### src/sv/sdrs_pkg.sv
// Shared types, constants and register codes for the serial DAC refresh scanner.
package sdrs_pkg;

    // Default sizes handed to the top level parameters.
    localparam int CHANNELS_DEF     = 8;
    localparam int CMD_BITS_DEF     = 4;
    localparam int DATA_BITS_DEF    = 12;
    localparam int SELECT_LINES_DEF = 4;

    // Fixed storage widths of the codes and of the configuration fields.
    localparam int CODE_W          = 12;
    localparam int CMD_NIB_W       = 4;
    localparam int LINE_W          = 2;
    localparam int MAPPED_CHANNELS = 8;

    // Configuration port.
    localparam int CFG_ADDR_W = 3;
    localparam int CFG_DATA_W = 32;
    localparam int SELMAP_W   = 16;

    localparam logic [CFG_DATA_W-1:0] CMDS_RST   = 32'd1364283729;
    localparam logic [SELMAP_W-1:0]   SELMAP_RST = 16'd64080;

    // Register index, taken from address bit two.
    localparam logic REG_CMDS   = 1'b0;
    localparam logic REG_SELMAP = 1'b1;

    // Operation codes of an input word.
    localparam logic [1:0] OP_TICK  = 2'd0;
    localparam logic [1:0] OP_WRITE = 2'd1;
    localparam logic [1:0] OP_READ  = 2'd2;

    // Frame commands from the controller to the datapath, one step each.
    typedef struct packed {
        logic start_frame;
        logic drive_low;
        logic set_bit;
        logic clock_high;
        logic release_sel;
    } t_frame_cmd;

endpackage

### src/sv/serial_dac_refresh_scanner_core.sv
// The result word is registered at the edge that accepts the input word; one word per clock
// while i_out_ready is high, as the output register frees when its result word is taken.
// A serial frame spans 2*(CMD_BITS+DATA_BITS)+3 tick words, one frame step per tick.
// Reset: synchronous, active low; codes read as zero through per-channel valid bits,
// all channels start pending, so no clearing pass is needed and words are taken at once.
module serial_dac_refresh_scanner_core #(
    parameter int CHANNELS     = sdrs_pkg::CHANNELS_DEF,
    parameter int CMD_BITS     = sdrs_pkg::CMD_BITS_DEF,
    parameter int DATA_BITS    = sdrs_pkg::DATA_BITS_DEF,
    parameter int SELECT_LINES = sdrs_pkg::SELECT_LINES_DEF
) (
    input  logic                            i_clk,
    input  logic                            i_rst_n,
    // Input words
    input  logic                            i_in_valid,
    output logic                            o_in_ready,
    input  logic [1:0]                      i_op,
    input  logic [2:0]                      i_channel,
    input  logic [sdrs_pkg::CODE_W-1:0]     i_code,
    // Result words
    output logic                            o_out_valid,
    input  logic                            i_out_ready,
    output logic                            o_serial_clock,
    output logic                            o_serial_data,
    output logic [SELECT_LINES-1:0]         o_select_lines,
    output logic [sdrs_pkg::CODE_W-1:0]     o_read_code,
    output logic                            o_busy_res,
    // Configuration port
    input  logic                            psel,
    input  logic                            penable,
    input  logic                            pwrite,
    input  logic [sdrs_pkg::CFG_ADDR_W-1:0] paddr,
    input  logic [sdrs_pkg::CFG_DATA_W-1:0] pwdata,
    output logic [sdrs_pkg::CFG_DATA_W-1:0] prdata,
    output logic                            pready
);

    import sdrs_pkg::*;

    localparam int CH_W = $clog2(CHANNELS);
    localparam int FB_W = $clog2(CMD_BITS + DATA_BITS + 1);

    logic            r_out_valid;
    logic            in_ready;
    logic            in_accept;
    logic            tick;
    logic            cfg_we;
    logic            pending;
    logic            busy;
    t_frame_cmd      frame_cmd;
    logic [CH_W-1:0] scan_index;
    logic [FB_W-1:0] bit_count;

    // Handshake: a new word enters whenever the result register is free or being taken.
    assign in_ready  = !r_out_valid || i_out_ready;
    assign in_accept = i_in_valid && in_ready;
    assign tick      = in_accept && (i_op == OP_TICK);
    assign cfg_we    = psel && penable && pwrite;

    always_ff @(posedge i_clk) begin
        if (!i_rst_n) begin
            r_out_valid <= 1'b0;
        end else if (in_accept) begin
            r_out_valid <= 1'b1;
        end else if (i_out_ready) begin
            r_out_valid <= 1'b0;
        end
    end

    // Scanner and frame sequencer.
    sdrs_ctrl #(
        .CHANNELS  (CHANNELS),
        .CMD_BITS  (CMD_BITS),
        .DATA_BITS (DATA_BITS)
    ) u_ctrl (
        .i_clk        (i_clk),
        .i_rst_n      (i_rst_n),
        .i_step       (tick),
        .i_pending    (pending),
        .o_cmd        (frame_cmd),
        .o_scan_index (scan_index),
        .o_bit_count  (bit_count),
        .o_busy       (busy)
    );

    // Storage and line drivers.
    sdrs_datapath #(
        .CHANNELS     (CHANNELS),
        .CMD_BITS     (CMD_BITS),
        .DATA_BITS    (DATA_BITS),
        .SELECT_LINES (SELECT_LINES)
    ) u_datapath (
        .i_clk          (i_clk),
        .i_rst_n        (i_rst_n),
        .i_accept       (in_accept),
        .i_op           (i_op),
        .i_channel      (i_channel),
        .i_code         (i_code),
        .i_cmd          (frame_cmd),
        .i_scan_index   (scan_index),
        .i_bit_count    (bit_count),
        .o_pending      (pending),
        .i_cfg_we       (cfg_we),
        .i_cfg_sel      (paddr[2]),
        .i_cfg_wdata    (pwdata),
        .o_cfg_rdata    (prdata),
        .o_serial_clock (o_serial_clock),
        .o_serial_data  (o_serial_data),
        .o_select_lines (o_select_lines),
        .o_read_code    (o_read_code)
    );

    assign o_in_ready  = in_ready;
    assign o_out_valid = r_out_valid;
    assign o_busy_res  = busy;
    assign pready      = 1'b1;

`ifndef SYNTHESIS
    // The serial clock only goes low inside a frame.
    a_clock_low_in_frame: assert property (@(posedge i_clk) disable iff (!i_rst_n)
        !o_serial_clock |-> o_busy_res)
        else $error("serial clock low outside a frame");

    // Writes and reads leave the frame and the lines untouched.
    a_access_keeps_lines: assert property (@(posedge i_clk) disable iff (!i_rst_n)
        (in_accept && i_op != OP_TICK) |=>
            ($stable(o_busy_res) && $stable(o_serial_clock) &&
             $stable(o_serial_data) && $stable(o_select_lines)))
        else $error("non-tick word changed the frame state");

    // Every accepted word leaves a result word behind.
    a_result_follows: assert property (@(posedge i_clk) disable iff (!i_rst_n)
        in_accept |=> o_out_valid)
        else $error("accepted word produced no result word");
`endif

endmodule

### src/sv/sdrs_ram.sv
// Generic RAM with one write port and two registered, write-first read ports.
module sdrs_ram #(
    parameter int WIDTH = 12,
    parameter int DEPTH = 8,
    localparam int AW = (DEPTH > 1) ? $clog2(DEPTH) : 1
) (
    input  logic             i_clk,
    input  logic             i_we,
    input  logic [AW-1:0]    i_waddr,
    input  logic [WIDTH-1:0] i_wdata,
    input  logic             i_re_a,
    input  logic [AW-1:0]    i_raddr_a,
    output logic [WIDTH-1:0] o_rdata_a,
    input  logic [AW-1:0]    i_raddr_b,
    output logic [WIDTH-1:0] o_rdata_b
);

    logic [WIDTH-1:0] r_mem [DEPTH];
    logic [WIDTH-1:0] r_rdata_a;
    logic [WIDTH-1:0] r_rdata_b;

    // Write port.
    always_ff @(posedge i_clk) begin
        if (i_we) begin
            r_mem[i_waddr] <= i_wdata;
        end
    end

    // Read ports; a write to the same address is passed through.
    always_ff @(posedge i_clk) begin
        if (i_re_a) begin
            r_rdata_a <= (i_we && i_waddr == i_raddr_a) ? i_wdata : r_mem[i_raddr_a];
        end
        r_rdata_b <= (i_we && i_waddr == i_raddr_b) ? i_wdata : r_mem[i_raddr_b];
    end

    assign o_rdata_a = r_rdata_a;
    assign o_rdata_b = r_rdata_b;

endmodule

### src/sv/sdrs_ctrl.sv
// Scanner and frame sequencer: walks the channels and steps each serial frame.
module sdrs_ctrl #(
    parameter int CHANNELS  = 8,
    parameter int CMD_BITS  = 4,
    parameter int DATA_BITS = 12,
    localparam int CH_W = $clog2(CHANNELS),
    localparam int FB_W = $clog2(CMD_BITS + DATA_BITS + 1)
) (
    input  logic                i_clk,
    input  logic                i_rst_n,
    input  logic                i_step,
    input  logic                i_pending,
    output sdrs_pkg::t_frame_cmd o_cmd,
    output logic [CH_W-1:0]     o_scan_index,
    output logic [FB_W-1:0]     o_bit_count,
    output logic                o_busy
);

    import sdrs_pkg::*;

    localparam int FRAME_BITS = CMD_BITS + DATA_BITS;

    typedef enum logic [2:0] {
        ST_START,
        ST_NEXT,
        ST_SELECT,
        ST_SETBIT,
        ST_CLOCKHI,
        ST_RELEASE
    } t_state;

    t_state           r_state, n_state;
    logic [CH_W-1:0]  r_scan, n_scan;
    logic [FB_W-1:0]  r_bits, n_bits;
    logic [FB_W-1:0]  bits_inc;
    t_frame_cmd       cmd;

    assign bits_inc = r_bits + FB_W'(1);

    // Next state and frame commands for one tick.
    always_comb begin
        n_state = r_state;
        n_scan  = r_scan;
        n_bits  = r_bits;
        cmd     = '0;
        if (i_step) begin
            unique case (r_state)
                ST_START: begin
                    if (i_pending) begin
                        cmd.start_frame = 1'b1;
                        n_bits          = '0;
                        n_state         = ST_SELECT;
                    end else begin
                        n_state = ST_NEXT;
                    end
                end
                ST_SELECT: begin
                    cmd.drive_low = 1'b1;
                    n_state       = ST_SETBIT;
                end
                ST_SETBIT: begin
                    cmd.set_bit = 1'b1;
                    n_state     = ST_CLOCKHI;
                end
                ST_CLOCKHI: begin
                    cmd.clock_high = 1'b1;
                    n_bits         = bits_inc;
                    n_state        = (bits_inc >= FB_W'(FRAME_BITS)) ? ST_RELEASE : ST_SETBIT;
                end
                ST_RELEASE: begin
                    cmd.release_sel = 1'b1;
                    n_state         = ST_NEXT;
                end
                ST_NEXT: begin
                    n_scan  = (r_scan == CH_W'(CHANNELS - 1)) ? '0 : r_scan + CH_W'(1);
                    n_state = ST_START;
                end
                default: begin
                    n_state = ST_START;
                end
            endcase
        end
    end

    // State, scan position and bit counter.
    always_ff @(posedge i_clk) begin
        if (!i_rst_n) begin
            r_state <= ST_START;
            r_scan  <= '0;
            r_bits  <= '0;
        end else begin
            r_state <= n_state;
            r_scan  <= n_scan;
            r_bits  <= n_bits;
        end
    end

    assign o_cmd        = cmd;
    assign o_scan_index = r_scan;
    assign o_bit_count  = r_bits;
    assign o_busy       = (r_state == ST_SELECT) || (r_state == ST_SETBIT) ||
                          (r_state == ST_CLOCKHI) || (r_state == ST_RELEASE);

endmodule

### src/sv/sdrs_datapath.sv
// Channel codes, pending flags, configuration registers and serial line levels.
module sdrs_datapath #(
    parameter int CHANNELS     = 8,
    parameter int CMD_BITS     = 4,
    parameter int DATA_BITS    = 12,
    parameter int SELECT_LINES = 4,
    localparam int CH_W = $clog2(CHANNELS),
    localparam int FB_W = $clog2(CMD_BITS + DATA_BITS + 1)
) (
    input  logic                          i_clk,
    input  logic                          i_rst_n,
    input  logic                          i_accept,
    input  logic [1:0]                    i_op,
    input  logic [2:0]                    i_channel,
    input  logic [sdrs_pkg::CODE_W-1:0]   i_code,
    input  sdrs_pkg::t_frame_cmd          i_cmd,
    input  logic [CH_W-1:0]               i_scan_index,
    input  logic [FB_W-1:0]               i_bit_count,
    output logic                          o_pending,
    input  logic                          i_cfg_we,
    input  logic                          i_cfg_sel,
    input  logic [sdrs_pkg::CFG_DATA_W-1:0] i_cfg_wdata,
    output logic [sdrs_pkg::CFG_DATA_W-1:0] o_cfg_rdata,
    output logic                          o_serial_clock,
    output logic                          o_serial_data,
    output logic [SELECT_LINES-1:0]       o_select_lines,
    output logic [sdrs_pkg::CODE_W-1:0]   o_read_code
);

    import sdrs_pkg::*;

    localparam int FRAME_BITS = CMD_BITS + DATA_BITS;

    logic [CFG_DATA_W-1:0]   r_cmds;
    logic [SELMAP_W-1:0]     r_selmap;
    logic [CHANNELS-1:0]     r_code_valid;
    logic [CHANNELS-1:0]     r_pending;
    logic                    r_scan_valid;
    logic                    r_rd_hit;
    logic [CMD_NIB_W-1:0]    r_lcmd;
    logic                    r_clk_lvl;
    logic                    r_data_lvl;
    logic [SELECT_LINES-1:0] r_sel, n_sel;

    logic                    ch_in_range;
    logic [CH_W-1:0]         ch_addr;
    logic                    wr_en;
    logic                    rd_en;
    logic [CODE_W-1:0]       rd_q;
    logic [CODE_W-1:0]       scan_q;
    logic [CODE_W-1:0]       code_live;
    logic [CMD_NIB_W-1:0]    cmd_nib;
    logic [LINE_W-1:0]       line_num;
    logic [FB_W-1:0]         cmd_pos;
    logic [FB_W-1:0]         data_pos;
    logic                    frame_bit;

    // Input word decode.
    assign ch_in_range = 32'(i_channel) < CHANNELS;
    assign ch_addr     = CH_W'(i_channel);
    assign wr_en       = i_accept && (i_op == OP_WRITE) && ch_in_range;
    assign rd_en       = i_accept && (i_op == OP_READ) && ch_in_range;

    // Code storage: port A serves reads, port B follows the scan position.
    sdrs_ram #(
        .WIDTH (CODE_W),
        .DEPTH (CHANNELS)
    ) u_codes (
        .i_clk     (i_clk),
        .i_we      (wr_en),
        .i_waddr   (ch_addr),
        .i_wdata   (i_code),
        .i_re_a    (rd_en),
        .i_raddr_a (ch_addr),
        .o_rdata_a (rd_q),
        .i_raddr_b (i_scan_index),
        .o_rdata_b (scan_q)
    );

    // An entry never written reads as zero.
    assign code_live   = r_scan_valid ? scan_q : '0;
    assign o_read_code = r_rd_hit ? rd_q : '0;

    // Valid bits, pending flags and read qualifiers.
    always_ff @(posedge i_clk) begin
        if (!i_rst_n) begin
            r_code_valid <= '0;
            r_pending    <= '1;
            r_scan_valid <= 1'b0;
            r_rd_hit     <= 1'b0;
        end else begin
            r_scan_valid <= r_code_valid[i_scan_index] || (wr_en && ch_addr == i_scan_index);
            if (i_accept) begin
                r_rd_hit <= rd_en && r_code_valid[ch_addr];
            end
            if (wr_en) begin
                r_code_valid[ch_addr] <= 1'b1;
                r_pending[ch_addr]    <= 1'b1;
            end
            if (i_cmd.release_sel) begin
                r_pending[i_scan_index] <= 1'b0;
            end
        end
    end

    assign o_pending = r_pending[i_scan_index];

    // Configuration registers.
    always_ff @(posedge i_clk) begin
        if (!i_rst_n) begin
            r_cmds   <= CMDS_RST;
            r_selmap <= SELMAP_RST;
        end else if (i_cfg_we) begin
            if (i_cfg_sel == REG_SELMAP) begin
                r_selmap <= i_cfg_wdata[SELMAP_W-1:0];
            end else begin
                r_cmds <= i_cfg_wdata;
            end
        end
    end

    assign o_cfg_rdata = (i_cfg_sel == REG_SELMAP) ?
                         {{(CFG_DATA_W - SELMAP_W){1'b0}}, r_selmap} : r_cmds;

    // Command nibble and select line of the scanned channel; unmapped ones get zero.
    always_comb begin
        cmd_nib  = '0;
        line_num = '0;
        for (int c = 0; c < MAPPED_CHANNELS; c++) begin
            if (32'(i_scan_index) == c) begin
                cmd_nib  = r_cmds[c*CMD_NIB_W +: CMD_NIB_W];
                line_num = r_selmap[c*LINE_W +: LINE_W];
            end
        end
    end

    // Frame bit: command MSB first, then the live code MSB first.
    always_comb begin
        cmd_pos   = FB_W'(CMD_BITS - 1) - i_bit_count;
        data_pos  = FB_W'(FRAME_BITS - 1) - i_bit_count;
        frame_bit = 1'b0;
        if (i_bit_count < FB_W'(CMD_BITS)) begin
            if (cmd_pos < FB_W'(CMD_NIB_W)) begin
                frame_bit = r_lcmd[cmd_pos[1:0]];
            end
        end else if (data_pos < FB_W'(CODE_W)) begin
            frame_bit = code_live[data_pos[3:0]];
        end
    end

    // Select vector update; a line number past the last line moves nothing.
    always_comb begin
        n_sel = r_sel;
        for (int s = 0; s < SELECT_LINES; s++) begin
            if (32'(line_num) == s) begin
                if (i_cmd.drive_low) begin
                    n_sel[s] = 1'b0;
                end
                if (i_cmd.release_sel) begin
                    n_sel[s] = 1'b1;
                end
            end
        end
    end

    // Line levels and latched command.
    always_ff @(posedge i_clk) begin
        if (!i_rst_n) begin
            r_clk_lvl  <= 1'b1;
            r_data_lvl <= 1'b0;
            r_sel      <= '1;
            r_lcmd     <= '0;
        end else begin
            r_sel <= n_sel;
            if (i_cmd.start_frame) begin
                r_lcmd <= cmd_nib;
            end
            if (i_cmd.set_bit) begin
                r_data_lvl <= frame_bit;
                r_clk_lvl  <= 1'b0;
            end
            if (i_cmd.clock_high) begin
                r_clk_lvl <= 1'b1;
            end
        end
    end

    assign o_serial_clock = r_clk_lvl;
    assign o_serial_data  = r_data_lvl;
    assign o_select_lines = r_sel;

endmodule

### config.mk
export PLATFORM = sky130hd
export DESIGN_NAME = serial_dac_refresh_scanner_core
export DESIGN_NICKNAME = d
export VERILOG_FILES = /design/src/sv/sdrs_pkg.sv /design/src/sv/serial_dac_refresh_scanner_core.sv /design/src/sv/sdrs_ram.sv /design/src/sv/sdrs_ctrl.sv /design/src/sv/sdrs_datapath.sv
export SDC_FILE = /design/constraint.sdc
export NUM_CORES = 1
export LEC_CHECK = 0
export BUFFER_PORTS_ARGS = -buffer_cell sky130_fd_sc_hd__buf_2
export CORE_UTILIZATION = 40
export CTS_BUF_LIST = sky130_fd_sc_hd__clkbuf_2 sky130_fd_sc_hd__clkbuf_4 sky130_fd_sc_hd__clkbuf_8
export DETAILED_ROUTE_END_ITERATION = 7
export HOLD_SLACK_MARGIN = 0.15
export PLACE_DENSITY = 0.67
export SLEW_MARGIN = 40
export SYNTH_ARGS = -nofsm -noshare
export SYNTH_HDL_FRONTEND = slang
export SYNTH_HIERARCHICAL = 1
export SYNTH_SLANG_ARGS = --single-unit
### constraint.sdc
create_clock -name i_clk -period 3.35 [get_ports i_clk]
set_clock_uncertainty 0.1 [all_clocks]
set_input_delay 0.1675 -clock i_clk [delete_from_list [all_inputs] [get_ports i_clk]]
set_output_delay 0.1675 -clock i_clk [all_outputs]
set_load 0.02 [all_outputs]
; ---- Word level (Yosys, flattened, before mapping)
; Memory sizes are Yosys's and may differ from the RTL's. A register that Yosys moved wholly into a read port is not among the register bits.
; Cells that the tools add are included.
[classes]
addsub = 4
n_bitwise = 6
n_reduce_logical = 32
mux = 58
eq_ne = 19
order_cmp = 10
[op_table]
columns = cell, n
row1 = 32-bit 2-to-1 mux, 1
row2 = 4-bit 2-to-1 mux, 8
row3 = 12-bit 2-to-1 mux, 2
row4 = 8-bit 2-to-1 mux, 3
row5 = 1-bit 2-to-1 mux, 22
row6 = "3-bit == test, second input constant", 6
row7 = 2-bit 2-to-1 mux, 9
row8 = 8-bit OR, 2
row9 = 3-bit one-hot mux with 5 select lines, 1
row10 = 2-bit AND reduction, 7
row11 = "3-bit by 2-bit == test with 1-bit output, second input constant", 4
row12 = 1-bit logical AND, 10
row13 = "5-bit by 3-bit less-than comparator with 1-bit output, second input constant", 2
row14 = 5-bit 2-to-1 mux, 2
row15 = 5-bit one-hot mux with 2 select lines, 1
row16 = 1-bit binary-select mux with 3-bit select, 3
row17 = 8-bit bitwise AND, 1
row18 = "3-bit by 4-bit less-than comparator with 1-bit output, second input constant", 2
row19 = 8-bit NOT, 1
row20 = 1-bit demux with 3-bit select, 2
row21 = "2-bit == test, second input constant", 3
row22 = "3-bit by 1-bit == test with 1-bit output, second input constant", 2
row23 = "3-bit by 1-bit >= comparator with 1-bit output, second input constant", 2
row24 = 3-bit zero test, 2
row25 = other kinds (21), 31
[totals]
mem_bits_rw = 96
mem_count = 1
output_inout_bits = 54
ff_bits = 88
[mem_list]
columns = memory, words, width, rd, rd_ports_with_merged_regs, wr, line_no
row1 = u_datapath.u_codes.r_mem, 8, 12, 2, 2, 1, sdrs_ram.sv:18  ; logic [WIDTH-1:0] r_mem [DEPTH];

; ---- Logic depth before layout (Yosys ltp)
; Gate-level depths: netlist of the first run.
[depth]
depth_word = 11
depth_mapped = 9
ltp_nobuf = 9

; ---- Hierarchy
; Netlist of the first run, hierarchy kept.
[modules_own_cells]
columns = mod, area_each_um2, cells_each, seq_area_each_um2, n_inst
row1 = sdrs_ram, 5062.4, 227, 3303.2, 1
row2 = sdrs_datapath, 3900.0, 434, 1521.5, 1
row3 = sdrs_ctrl, 706.9, 77, 220.2, 1
row4 = serial_dac_refresh_scanner_core, 83.8, 9, 20.0, 1

; ---- Least setup slack after synthesis of the first run
; No wires, ideal clock.
[synth_timing]
path_kind = reg-to-reg
from = register with a tool-made name
to = register u_datapath.r_data_lvl (netlist: u_datapath/o_serial_data)
path_slack_ns = 0.725
setup_ns = 0.121
required_ns = 3.129
arrival_ns = 2.403
path_stages_with_launch = 9
cell_sequence = dfxtp_1 > buf_2 > buf_2 > mux4_2 > mux2_2 > mux4_2 > nand2b_1 > a41oi_1 > o31ai_1
[synth_rtl]
columns = element, line_no
row1 = end signal: assignment, sdrs_datapath.sv:179  ; r_data_lvl <= frame_bit;
row2 = end: declaration, sdrs_datapath.sv:42  ; logic r_data_lvl;

==> flow_summary.json, run 1 <==
{
  "timing.final.crit_share_pct": 81.9,
  "synth_warnings": 6,
  "cts_tree": "done",
  "ys_ff_latch": 199,
  "worstMarginPinSlew_ns": 0.788,
  "clk_latency_ns": 0.48,
  "hold_depth": 6,
  "status": "finished clean",
  "core_um2": 23700,
  "grt_pass1_wl_um": 34300,
  "final_layout_size_suffix_gt1_share_pct": 29.9,
  "grt_pass1_vias": 6298,
  "h-tree-depth": 4,
  "row_count": 56,
  "syn_area_um2": 9750,
  "drt-wirelength-per-cell_um": 18.0,
  "max_freq_mhz": 364,
  "ant_nets": 0,
  "post-place-ws_ns": 0.580,
  "p_leak_nw": 4.25,
  "r2r_cells": 8,
  "cts.sinks": 199,
  "ios": 113,
  "grt_setup_unrepaired": "no",
  "cts_buffers": 17,
  "final.min_clock_period_ns": 2.74,
  "dr.first_iter.drc_count": 483,
  "placed_cell_area_um2": 10700,
  "worst_slack_ns": 0.605,
  "met3_usage_pct": 4.00,
  "swShare_pct": 25.0,
  "fin_area_um2": 11600,
  "num_vias": 6675,
  "met2_usage_pct": 29.4,
  "die_area_um2": 25000,
  "crit_chain": "buf_12 > mux4_2 > mux2_2 > nor2b_1 > a2111oi_0 > a31oi_1 > a41oi_1 > o31ai_1",
  "dpl.hpwl_um": 14400,
  "pwr-share-seq_pct": 58.3,
  "final_common_cell": "nand2_1",
  "powerDensity_nw_per_um2": 388,
  "hold_ws_ns": 0.236,
  "grt_overflow": 0,
  "worst-setup-path-type": "flip-flop to flip-flop",
  "antenna_found_initial": 2,
  "wirelength_um": 22200,
  "synthArstFlopShare_pct": 0,
  "maxSlewHeadroom_pct": 47.5,
  "setup_tns_ns": 0,
  "clock_path_buffers": 2,
  "via_per_inst": 5.40,
  "fin_cells": 1235,
  "cts_resized": 0,
  "grt_use_met1_pct": 24.5,
  "clk_transition_reported_paths_ns": 0.11,
  "ys_types": 62,
  "cp.required_ns": 3.61,
  "final-hold-violation-count": 0,
  "synth.avg_cell_area_um2": 13.1,
  "p_total_mw": 4.50,
  "dr.pass1.iters": 5,
  "max_cap_viol_count": 0,
  "grt_max_degree": 91,
  "root_buffer": "clkbuf_8",
  "grtUsageTotal_pct": 18.2,
  "slowest_stage": "a2111oi_0",
  "die_w_um": 158,
  "seq_area_frac_synth_pct": 51.9,
  "p_int_mw": 3.37,
  "die_h_um": 158,
  "comb_power_share_pct": 8.4,
  "nets": 965,
  "synthesis.instances": 747,
  "cp.arrival_ns": 3.01,
  "top_usage_layer": "met2",
  "cp-end-kind": "flip-flop",
  "area_growth_pct": 18.8,
  "synth_flop_cell": "edfxtp_1",
  "dp_cells": 1149,
  "io_buffers": 109,
  "synth_edf_count": 108,
  "gp_congestion": 0.790,
  "setup_viol": 0,
  "critPathMaxFanout": 24,
  "maxSlewViolCount": 0,
  "start_util_pct": 41.2,
  "startpoint_type": "flip-flop",
  "hold_class": "input pin to flip-flop",
  "power.switching_mw": 1.12,
  "utilization_pct": 48.9,
  "synth_nets": 811,
  "cpPeakStageDelay_ns": 0.59,
  "peakVddDrop_mv": 0.233,
  "pwr-share-clk_pct": 33.3,
  "drc": 0,
  "final_cell_mix": "nand2_1, buf_2, edfxtp_1"
}
==> cells in the mapped netlist (6+ instances only) <==
cell | number | area (um2)
nand2_1 | 126 | 473
edfxtp_1 | 108 | 3240
dfxtp_1 | 91 | 1820
mux4_2 | 48 | 1080
mux2_2 | 31 | 349
clkbuf_1 | 30 | 113
a21boi_1 | 29 | 218
nand3_1 | 24 | 120
nor2b_1 | 23 | 144
mux4_1 | 19 | 499
mux2_1 | 17 | 191
nor2_1 | 17 | 63.8
and2_1 | 16 | 100
nand2b_1 | 13 | 81.3
buf_2 | 11 | 55.1
mux2i_1 | 11 | 110
o21a_1 | 10 | 75.1
nor3_1 | 8 | 40.0
buf_6 | 7 | 78.8
mux2_4 | 7 | 105
inv_1 | 6 | 22.5
o22ai_1 | 6 | 37.5
==> cell type report <==
type | count | area (um2)
clock buffers | 19 | 255
repair buffers | 191 | 1330
multi-input cells | 484 | 4370
fillers | 2077 | 12100
flip-flops and latches | 199 | 5060
diodes | 2 | 5.00
well taps | 319 | 399
inverters | 8 | 30.0
clock inverters | 13 | 139
==> worst paths after layout <==
check | from | to | slack, ns
setup / recovery | flip-flop | u_datapath/o_serial_data$_SDFFE_PN0P_ | 0.61
hold / removal | i_out_ready | u_ctrl/r_state[0]$_SDFFE_PN0P_ | 0.24
setup reg to reg | flip-flop | u_datapath/o_serial_data$_SDFFE_PN0P_ | 0.61
hold reg to reg | u_datapath/r_cmds[18]$_SDFFE_PN0P_ | u_datapath/r_cmds[18]$_SDFFE_PN0P_ | 0.37
==> power by group through the flow <==
| stage | logic, mW | clock network, mW | registers (mW) |
|---|---|---|---|
| after detailed placement | 0.330 | 0 | 2.68 |
| after global routing | 0.410 | 1.63 | 2.63 |
| after CTS | 0.377 | 1.54 | 2.62 |
| final | 0.377 | 1.50 | 2.62 |
| after floorplan | 0.218 | 0 | 2.67 |
| after global placement | 0.326 | 0 | 2.68 |
==> state kept, by name, indices dropped and copies added (netlist names), named ones only <==
name / count
o_out_valid: 1
u_ctrl/o_bit_count: 5
u_ctrl/o_scan_index: 3
u_ctrl/r_state: 3
u_datapath/o_select_lines: 4
u_datapath/o_serial_clock: 1
u_datapath/o_serial_data: 1
u_datapath/r_cmds: 32
u_datapath/r_code_valid: 8
u_datapath/r_lcmd: 4
u_datapath/r_pending: 8
u_datapath/r_rd_hit: 1
u_datapath/r_scan_valid: 1
u_datapath/r_selmap: 16
u_datapath/u_codes/o_rdata_a: 12
u_datapath/u_codes/r_mem: 96
==> worst max-delay path, delay by kind of cell, from the launching register on <==
| family | cells | cell delay, ns |
|---|---|---|
| AO/OA/AOI/OAI | 4 | 1.03 |
| flip-flops | 1 | 0.36 |
| multiplexers | 2 | 0.80 |
| buffers and inverters | 1 | 0.23 |
| AND/OR/NAND/NOR | 1 | 0.12 |
==> kinds of logic (layout without fill, tap and decap cells) <==
logic type / count (synthesis) / count (layout) / share of synthesized area [%]
simple gates: 254 / 254 / 12.8
flops: 199 / 199 / 51.9
mux: 133 / 133 / 24.0
compound gates: 83 / 83 / 6.58
buf+inv: 64 / 231 / 3.30
xor+xnor: 8 / 8 / 0.718
fa+ha+maj: 5 / 5 / 0.641
other cells: 1 / 3 / 0.0384
==> routing by layer <==
layer / part of all wire (%) / vias to the layer above
met1: 44 / 3325
met3: 6.0 / 14
li1: - / 3119
met2: 49 / 217
met4: 0.98 / 0
met5: 0 / -
==> timing repair <==
| action | CTS | global route |
|---|---|---|
| buffers inserted | 0 | 0 |
| hold buffers | 52 | 0 |
| hold endpoints to repair | 206 | 0 |
Power figures use the tool's default switching activity.
==> run 2, diff against run 1 <==
==> constraint.sdc (replaced) <==
create_clock -name i_clk -period 2.74 [get_ports i_clk]
set_clock_uncertainty 0.1 [all_clocks]
set_input_delay 0.137 -clock i_clk [delete_from_list [all_inputs] [get_ports i_clk]]
set_output_delay 0.137 -clock i_clk [all_outputs]
set_load 0.02 [all_outputs]
==> run 2 against run 1 <==
  * First-iteration DRC count rose by 9.9%
  * Clock power rose by 33%
  * Power grew 26%
  * Worst hold slack lost 0.034 ns
  * Sequential power up 23%
  * Critical path depth unchanged
  * Maximum frequency is 6.1% higher
  * Wire length is 0.50% lower
  * Core utilization up 0.090 points
  * Combinational power is 21% higher
==> flow_summary.json, run 2 (synthesis gave the netlist of run 1 again) <==
{
  "drc": 0,
  "cts_buffers": 17,
  "clock_path_buffers": 2,
  "p_int_mw": 4.27,
  "worstMarginPinSlew_ns": 0.712,
  "core_um2": 23700,
  "p_total_mw": 5.66,
  "final_layout_size_suffix_gt1_share_pct": 29.7,
  "worst_slack_ns": 0.153,
  "r2r-end": "u_datapath/o_serial_data$_SDFFE_PN0P_",
  "gp_congestion": 0.760,
  "antenna_found_initial": 0,
  "post-cts-setup-buffer-count": 0,
  "largest_reg_flops": 96,
  "die_h_um": 158,
  "die_area_um2": 25000,
  "num_vias": 6568,
  "io_buffers": 109,
  "maxSlewViolCount": 0,
  "reg2reg_slack_ns": 0.15,
  "status": "finished clean",
  "powerDensity_nw_per_um2": 488,
  "drt-wirelength-per-cell_um": 18.0,
  "grt_setup_unrepaired": "no",
  "worst-setup-path-type": "flip-flop to flip-flop",
  "nets": 959,
  "power.switching_mw": 1.39,
  "grtUsageTotal_pct": 18.3,
  "final.min_clock_period_ns": 2.59,
  "cp.required_ns": 3.01,
  "hold_ws_ns": 0.202,
  "clk_transition_reported_paths_ns": 0.11,
  "cp-end-kind": "flip-flop",
  "final_cell_mix": "nand2_1, buf_2, edfxtp_1",
  "dr.first_iter.drc_count": 531,
  "clk_latency_ns": 0.48,
  "critPathCapture": "u_datapath/o_serial_data$_SDFFE_PN0P_",
  "dr.pass1.iters": 5,
  "timing.final.crit_share_pct": 94.4,
  "max_cap_viol_count": 0,
  "maxSlewHeadroom_pct": 52.6,
  "cp.arrival_ns": 2.86,
  "grt_max_degree": 58,
  "area_growth_pct": 19.1,
  "swShare_pct": 24.5,
  "ant_nets": 0,
  "die_w_um": 158,
  "comb_power_share_pct": 8.1,
  "diodes": 0,
  "h-tree-depth": 4,
  "grt_pass1_vias": 6587,
  "reg_top3": "u_datapath/u_codes/r_mem x96, u_datapath/r_cmds x32, u_datapath/r_selmap x16",
  "dpl.hpwl_um": 13900,
  "grt_pass1_wl_um": 34500,
  "pwr-share-seq_pct": 56.6,
  "startpoint_type": "flip-flop",
  "final-hold-violation-count": 0,
  "multi_input_area_um2": 4380,
  "via_per_inst": 5.35,
  "ios": 113,
  "pwr-share-clk_pct": 35.3,
  "r2r_cells": 8,
  "setup_tns_ns": 0,
  "root_buffer": "clkbuf_8",
  "start_util_pct": 41.2,
  "peakVddDrop_mv": 0.231,
  "row_count": 56,
  "regMostFlops": "u_datapath/u_codes/r_mem",
  "p_leak_nw": 4.25,
  "max_freq_mhz": 387,
  "cts_tree": "done",
  "post-place-ws_ns": 0.0852,
  "grt_overflow": 0,
  "nFillCells": 2121,
  "setup_viol": 0,
  "wirelength_um": 22100,
  "seqCellArea_um2": 5070,
  "hold_class": "input pin to flip-flop",
  "final_common_cell": "nand2_1",
  "cts.sinks": 199,
  "critPathMaxFanout": 12
}
==> run 2: cell count changes in the layout (fill, tap and decap cells not counted), sizes merged <==
| cell | delta |
|---|---|
| diode | -2 |
| clkbuf | -1 |
| bufinv | +2 |
| clkinv | -1 |
| dlygate4sd3 | -2 |
| buf | -5 |
| inv | +1 |
==> run 2: repair_timing <==
action,CTS,global route
endpoints found under the setup margin,0,1
hold buffers,50,0
endpoints found under the hold margin,196,0
gates resized for setup,0,3
==> run 2: critical path, stage by stage (launching register included) <==
cell	delay [ns]
dfxtp_2	0.42
buf_12	0.18
mux4_2	0.52
mux2_2	0.27
nor2b_1	0.13
a2111oi_2	0.36
a31oi_1	0.10
a41oi_1	0.29
o31ai_1	0.10
==> run 2: routing by layer <==
layer / part of all wire (%) / wire (um) / GRT usage [%] / vias to the layer above
met3: 5.5 / 1210 / 3.89 / 22
met4: 1.3 / 277 / 5.31 / 0
met5: 0 / 0 / 0 / -
met2: 50 / 10900 / 31.2 / 168
met1: 44 / 9630 / 23.3 / 3273
li1: - / - / - / 3105
==> run 2: worst min path at each step <==
stage	startpoint	endpoint	slack, ns	depth (start not counted)
2_1_floorplan	i_code[0]	u_datapath/u_codes/r_mem[0][0]$_DFFE_PP_	0.14	0
3_3_place_gp	pwdata[28]	u_datapath/r_cmds[28]$_SDFFE_PN1P_	0.25	3
3_5_place_dp	pwdata[24]	u_datapath/r_cmds[24]$_SDFFE_PN1P_	0.25	3
4_1_cts	i_out_ready	u_ctrl/r_state[0]$_SDFFE_PN0P_	0.18	6
5_1_grt	i_channel[0]	u_datapath/u_codes/r_mem[3][2]$_DFFE_PP_	0.20	4
6_report	i_out_ready	u_ctrl/r_state[0]$_SDFFE_PN0P_	0.20	6
==> run 2: area by class of cell <==
class,instances,share of cell area [%]
clock inverters,15,1.69
inverters,8,0.259
repair buffers,185,11.3
well taps,319,3.44
flip-flops and latches,199,43.6
multi-input cells,484,37.7
clock buffers,17,2.01
==> run 2: power groups by stage <==
stage	sequential, mW	combinational, mW	clock, mW
final	3.21	0.458	2.00
after global routing	3.21	0.499	2.14
after CTS	3.21	0.460	2.05
after global placement	3.27	0.400	0
after floorplan	3.27	0.266	0
after detailed placement	3.27	0.404	0
==> run 2: through the flow <==
step	std cells	instance area, um2	utilization, %
global route	1227	11600	49.0
floorplan	747	9750	-
CTS	1226	11600	48.9
finish	1227	11600	49.0
global placement	1144	10600	45.0
detailed placement	1144	10600	45.0
==> run 3, diff against run 2 <==
--- a/config.mk
+++ b/config.mk
@@ -5,7 +5,7 @@
 export SDC_FILE = /design/constraint.sdc
 export NUM_CORES = 1
 export LEC_CHECK = 0
-export BUFFER_PORTS_ARGS = -buffer_cell sky130_fd_sc_hd__buf_2
+export BUFFER_PORTS_ARGS = -buffer_cell sky130_fd_sc_hd__clkbuf_2
 export CORE_UTILIZATION = 40
 export CTS_BUF_LIST = sky130_fd_sc_hd__clkbuf_2 sky130_fd_sc_hd__clkbuf_4 sky130_fd_sc_hd__clkbuf_8
 export DETAILED_ROUTE_END_ITERATION = 7
==> run 3 against run 2 <==
  * Critical path depth down 1
  * Sequential power is essentially flat
  * Clock power fell by 11%
  * Register-to-register slack hardly changed
  * Largest cell class unchanged
  * Maximum frequency is 0.11% lower
  * Critical endpoint unchanged
==> flow_summary.json, run 3 (synthesis gave the netlist of run 1 again) <==
{
  "p_int_mw": 4.10,
  "comb_power_share_pct": 8.6,
  "antenna_found_initial": 1,
  "hold_class": "input pin to flip-flop",
  "row_count": 56,
  "p_total_mw": 5.46,
  "clk_latency_ns": 0.48,
  "nFillCells": 2090,
  "ios": 113,
  "r2r-end": "u_datapath/o_serial_data$_SDFFE_PN0P_",
  "final-hold-violation-count": 0,
  "start_util_pct": 41.2,
  "drc": 0,
  "fin_area_um2": 11600,
  "reg2reg_slack_ns": 0.15,
  "cp-end-kind": "flip-flop",
  "peakVddDrop_mv": 0.302,
  "cts_tree": "done",
  "worst-setup-path-type": "flip-flop to flip-flop",
  "seqCellArea_um2": 5070,
  "critPathCapture": "u_datapath/o_serial_data$_SDFFE_PN0P_",
  "grt_setup_unrepaired": "no",
  "dpl.hpwl_um": 14500,
  "critPathMaxFanout": 12,
  "setup_viol": 0,
  "maxSlewHeadroom_pct": 50.6,
  "p_leak_nw": 4.28,
  "gp_congestion": 0.765,
  "nets": 968,
  "die_h_um": 158,
  "status": "finished clean",
  "pwr-share-seq_pct": 58.7,
  "placed_cell_area_um2": 10700,
  "cts.sinks": 199,
  "grt_overflow": 0,
  "grt_pass1_wl_um": 34700,
  "cp.required_ns": 2.99,
  "wirelength_um": 22000,
  "num_vias": 6665,
  "hp-start": "i_out_ready",
  "max_cap_viol_count": 0,
  "powerDensity_nw_per_um2": 469,
  "area_growth_pct": 19.4,
  "r2r_cells": 7,
  "ant_nets": 0,
  "fin_cells": 1237,
  "drt-wirelength-per-cell_um": 17.8,
  "grt_max_degree": 51,
  "dp_cells": 1153,
  "final_layout_size_suffix_gt1_share_pct": 30.5,
  "h-tree-depth": 4,
  "grt_pass1_vias": 6394,
  "final.min_clock_period_ns": 2.59,
  "multi_input_area_um2": 4380,
  "swShare_pct": 24.9,
  "maxSlewViolCount": 0,
  "root_buffer": "clkbuf_8",
  "power.switching_mw": 1.36,
  "startpoint_type": "flip-flop",
  "largest_reg_flops": 96,
  "utilization_pct": 49.2,
  "reg_top3": "u_datapath/u_codes/r_mem x96, u_datapath/r_cmds x32, u_datapath/r_selmap x16",
  "worstMarginPinSlew_ns": 0.741,
  "final_common_cell": "nand2_1",
  "final_cell_mix": "nand2_1, clkbuf_2, edfxtp_1",
  "max_freq_mhz": 386,
  "clk_transition_reported_paths_ns": 0.10,
  "io_buffers": 109,
  "dr.pass1.iters": 5,
  "die_w_um": 158,
  "setup_tns_ns": 0,
  "timing.final.crit_share_pct": 94.5,
  "die_area_um2": 25000,
  "pwr-share-clk_pct": 32.7,
  "regMostFlops": "u_datapath/u_codes/r_mem",
  "dr.first_iter.drc_count": 485,
  "core_um2": 23700,
  "cp.arrival_ns": 2.84,
  "clock_path_buffers": 2,
  "via_per_inst": 5.39,
  "cts_buffers": 17,
  "grtUsageTotal_pct": 18.2
}
==> run 3: cell count changes in the layout (fill, tap and decap cells not counted), sizes merged <==
cell    delta
clkinv     +1
bufinv     -2
buf      -100
clkbuf   +110
diode      +1
==> run 3: repair_timing <==
| action | 4_1_cts | 5_1_grt |
|---|---|---|
| gates resized for setup | 0 | 2 |
| buffers inserted | 0 | 0 |
| hold buffers | 50 | 0 |
| endpoints found under the setup margin | 0 | 1 |
| hold endpoints to repair | 198 | 0 |
==> run 3: metrics by stage <==
step / hold slack [ns] / setup WS, ns
final: 0.205 / 0.150
after global routing: 0.225 / 0.0461
after CTS: 0.184 / 0.0449
after detailed placement: 0.252 / 0.0713
after global placement: 0.250 / 0.111
after floorplan: 0.136 / 0.115
==> run 3: worst max-delay path, stage by stage, from the launching register on <==
cell and delay, ns:
dfxtp_2 0.41, buf_12 0.19, mux4_2 0.52, mux2_2 0.31
mux4_2 0.46, nand2b_1 0.17, a41oi_2 0.24, o31ai_1 0.10
==> run 3: worst min-delay path by stage <==
stage / endpoint / slack, ns / depth (start not counted)
floorplan: u_datapath/u_codes/r_mem[0][0]$_DFFE_PP_ / 0.14 / 0
CTS: u_ctrl/r_state[0]$_SDFFE_PN0P_ / 0.18 / 6
global route: u_ctrl/r_state[0]$_SDFFE_PN0P_ / 0.23 / 6
finish: u_ctrl/r_state[0]$_SDFFE_PN0P_ / 0.20 / 6
global placement: u_datapath/r_cmds[30]$_SDFFE_PN1P_ / 0.25 / 3
detailed placement: u_datapath/r_cmds[28]$_SDFFE_PN1P_ / 0.25 / 3
==> run 3: routing by layer <==
layer	part of all wire (%)	up-vias	GRT usage, %
li1	-	3129	-
met1	44	3327	24.5
met2	49	184	29.8
met3	5.5	25	3.64
met4	1.5	0	5.36
met5	0	-	0
==> run 3: layout make-up <==
type | instances | area share, %
Timing Repair Buffer | 194 | 11.9
Clock buffer | 18 | 2.13
Tap cell | 319 | 3.43
Antenna cell | 1 | 0.0215
Sequential cell | 199 | 43.5
Inverter | 8 | 0.258
Multi-Input combinational cell | 484 | 37.6
Clock inverter | 14 | 1.13
==> run 3: power groups by stage <==
stage          Combinational, mW  Clock (mW)  Sequential [mW]
3_3_place_gp               0.406           0             3.27
5_1_grt                    0.507        1.95             3.21
6_report                   0.467        1.79             3.21
3_5_place_dp               0.411           0             3.27
4_1_cts                    0.468        1.85             3.21
2_1_floorplan              0.266           0             3.27
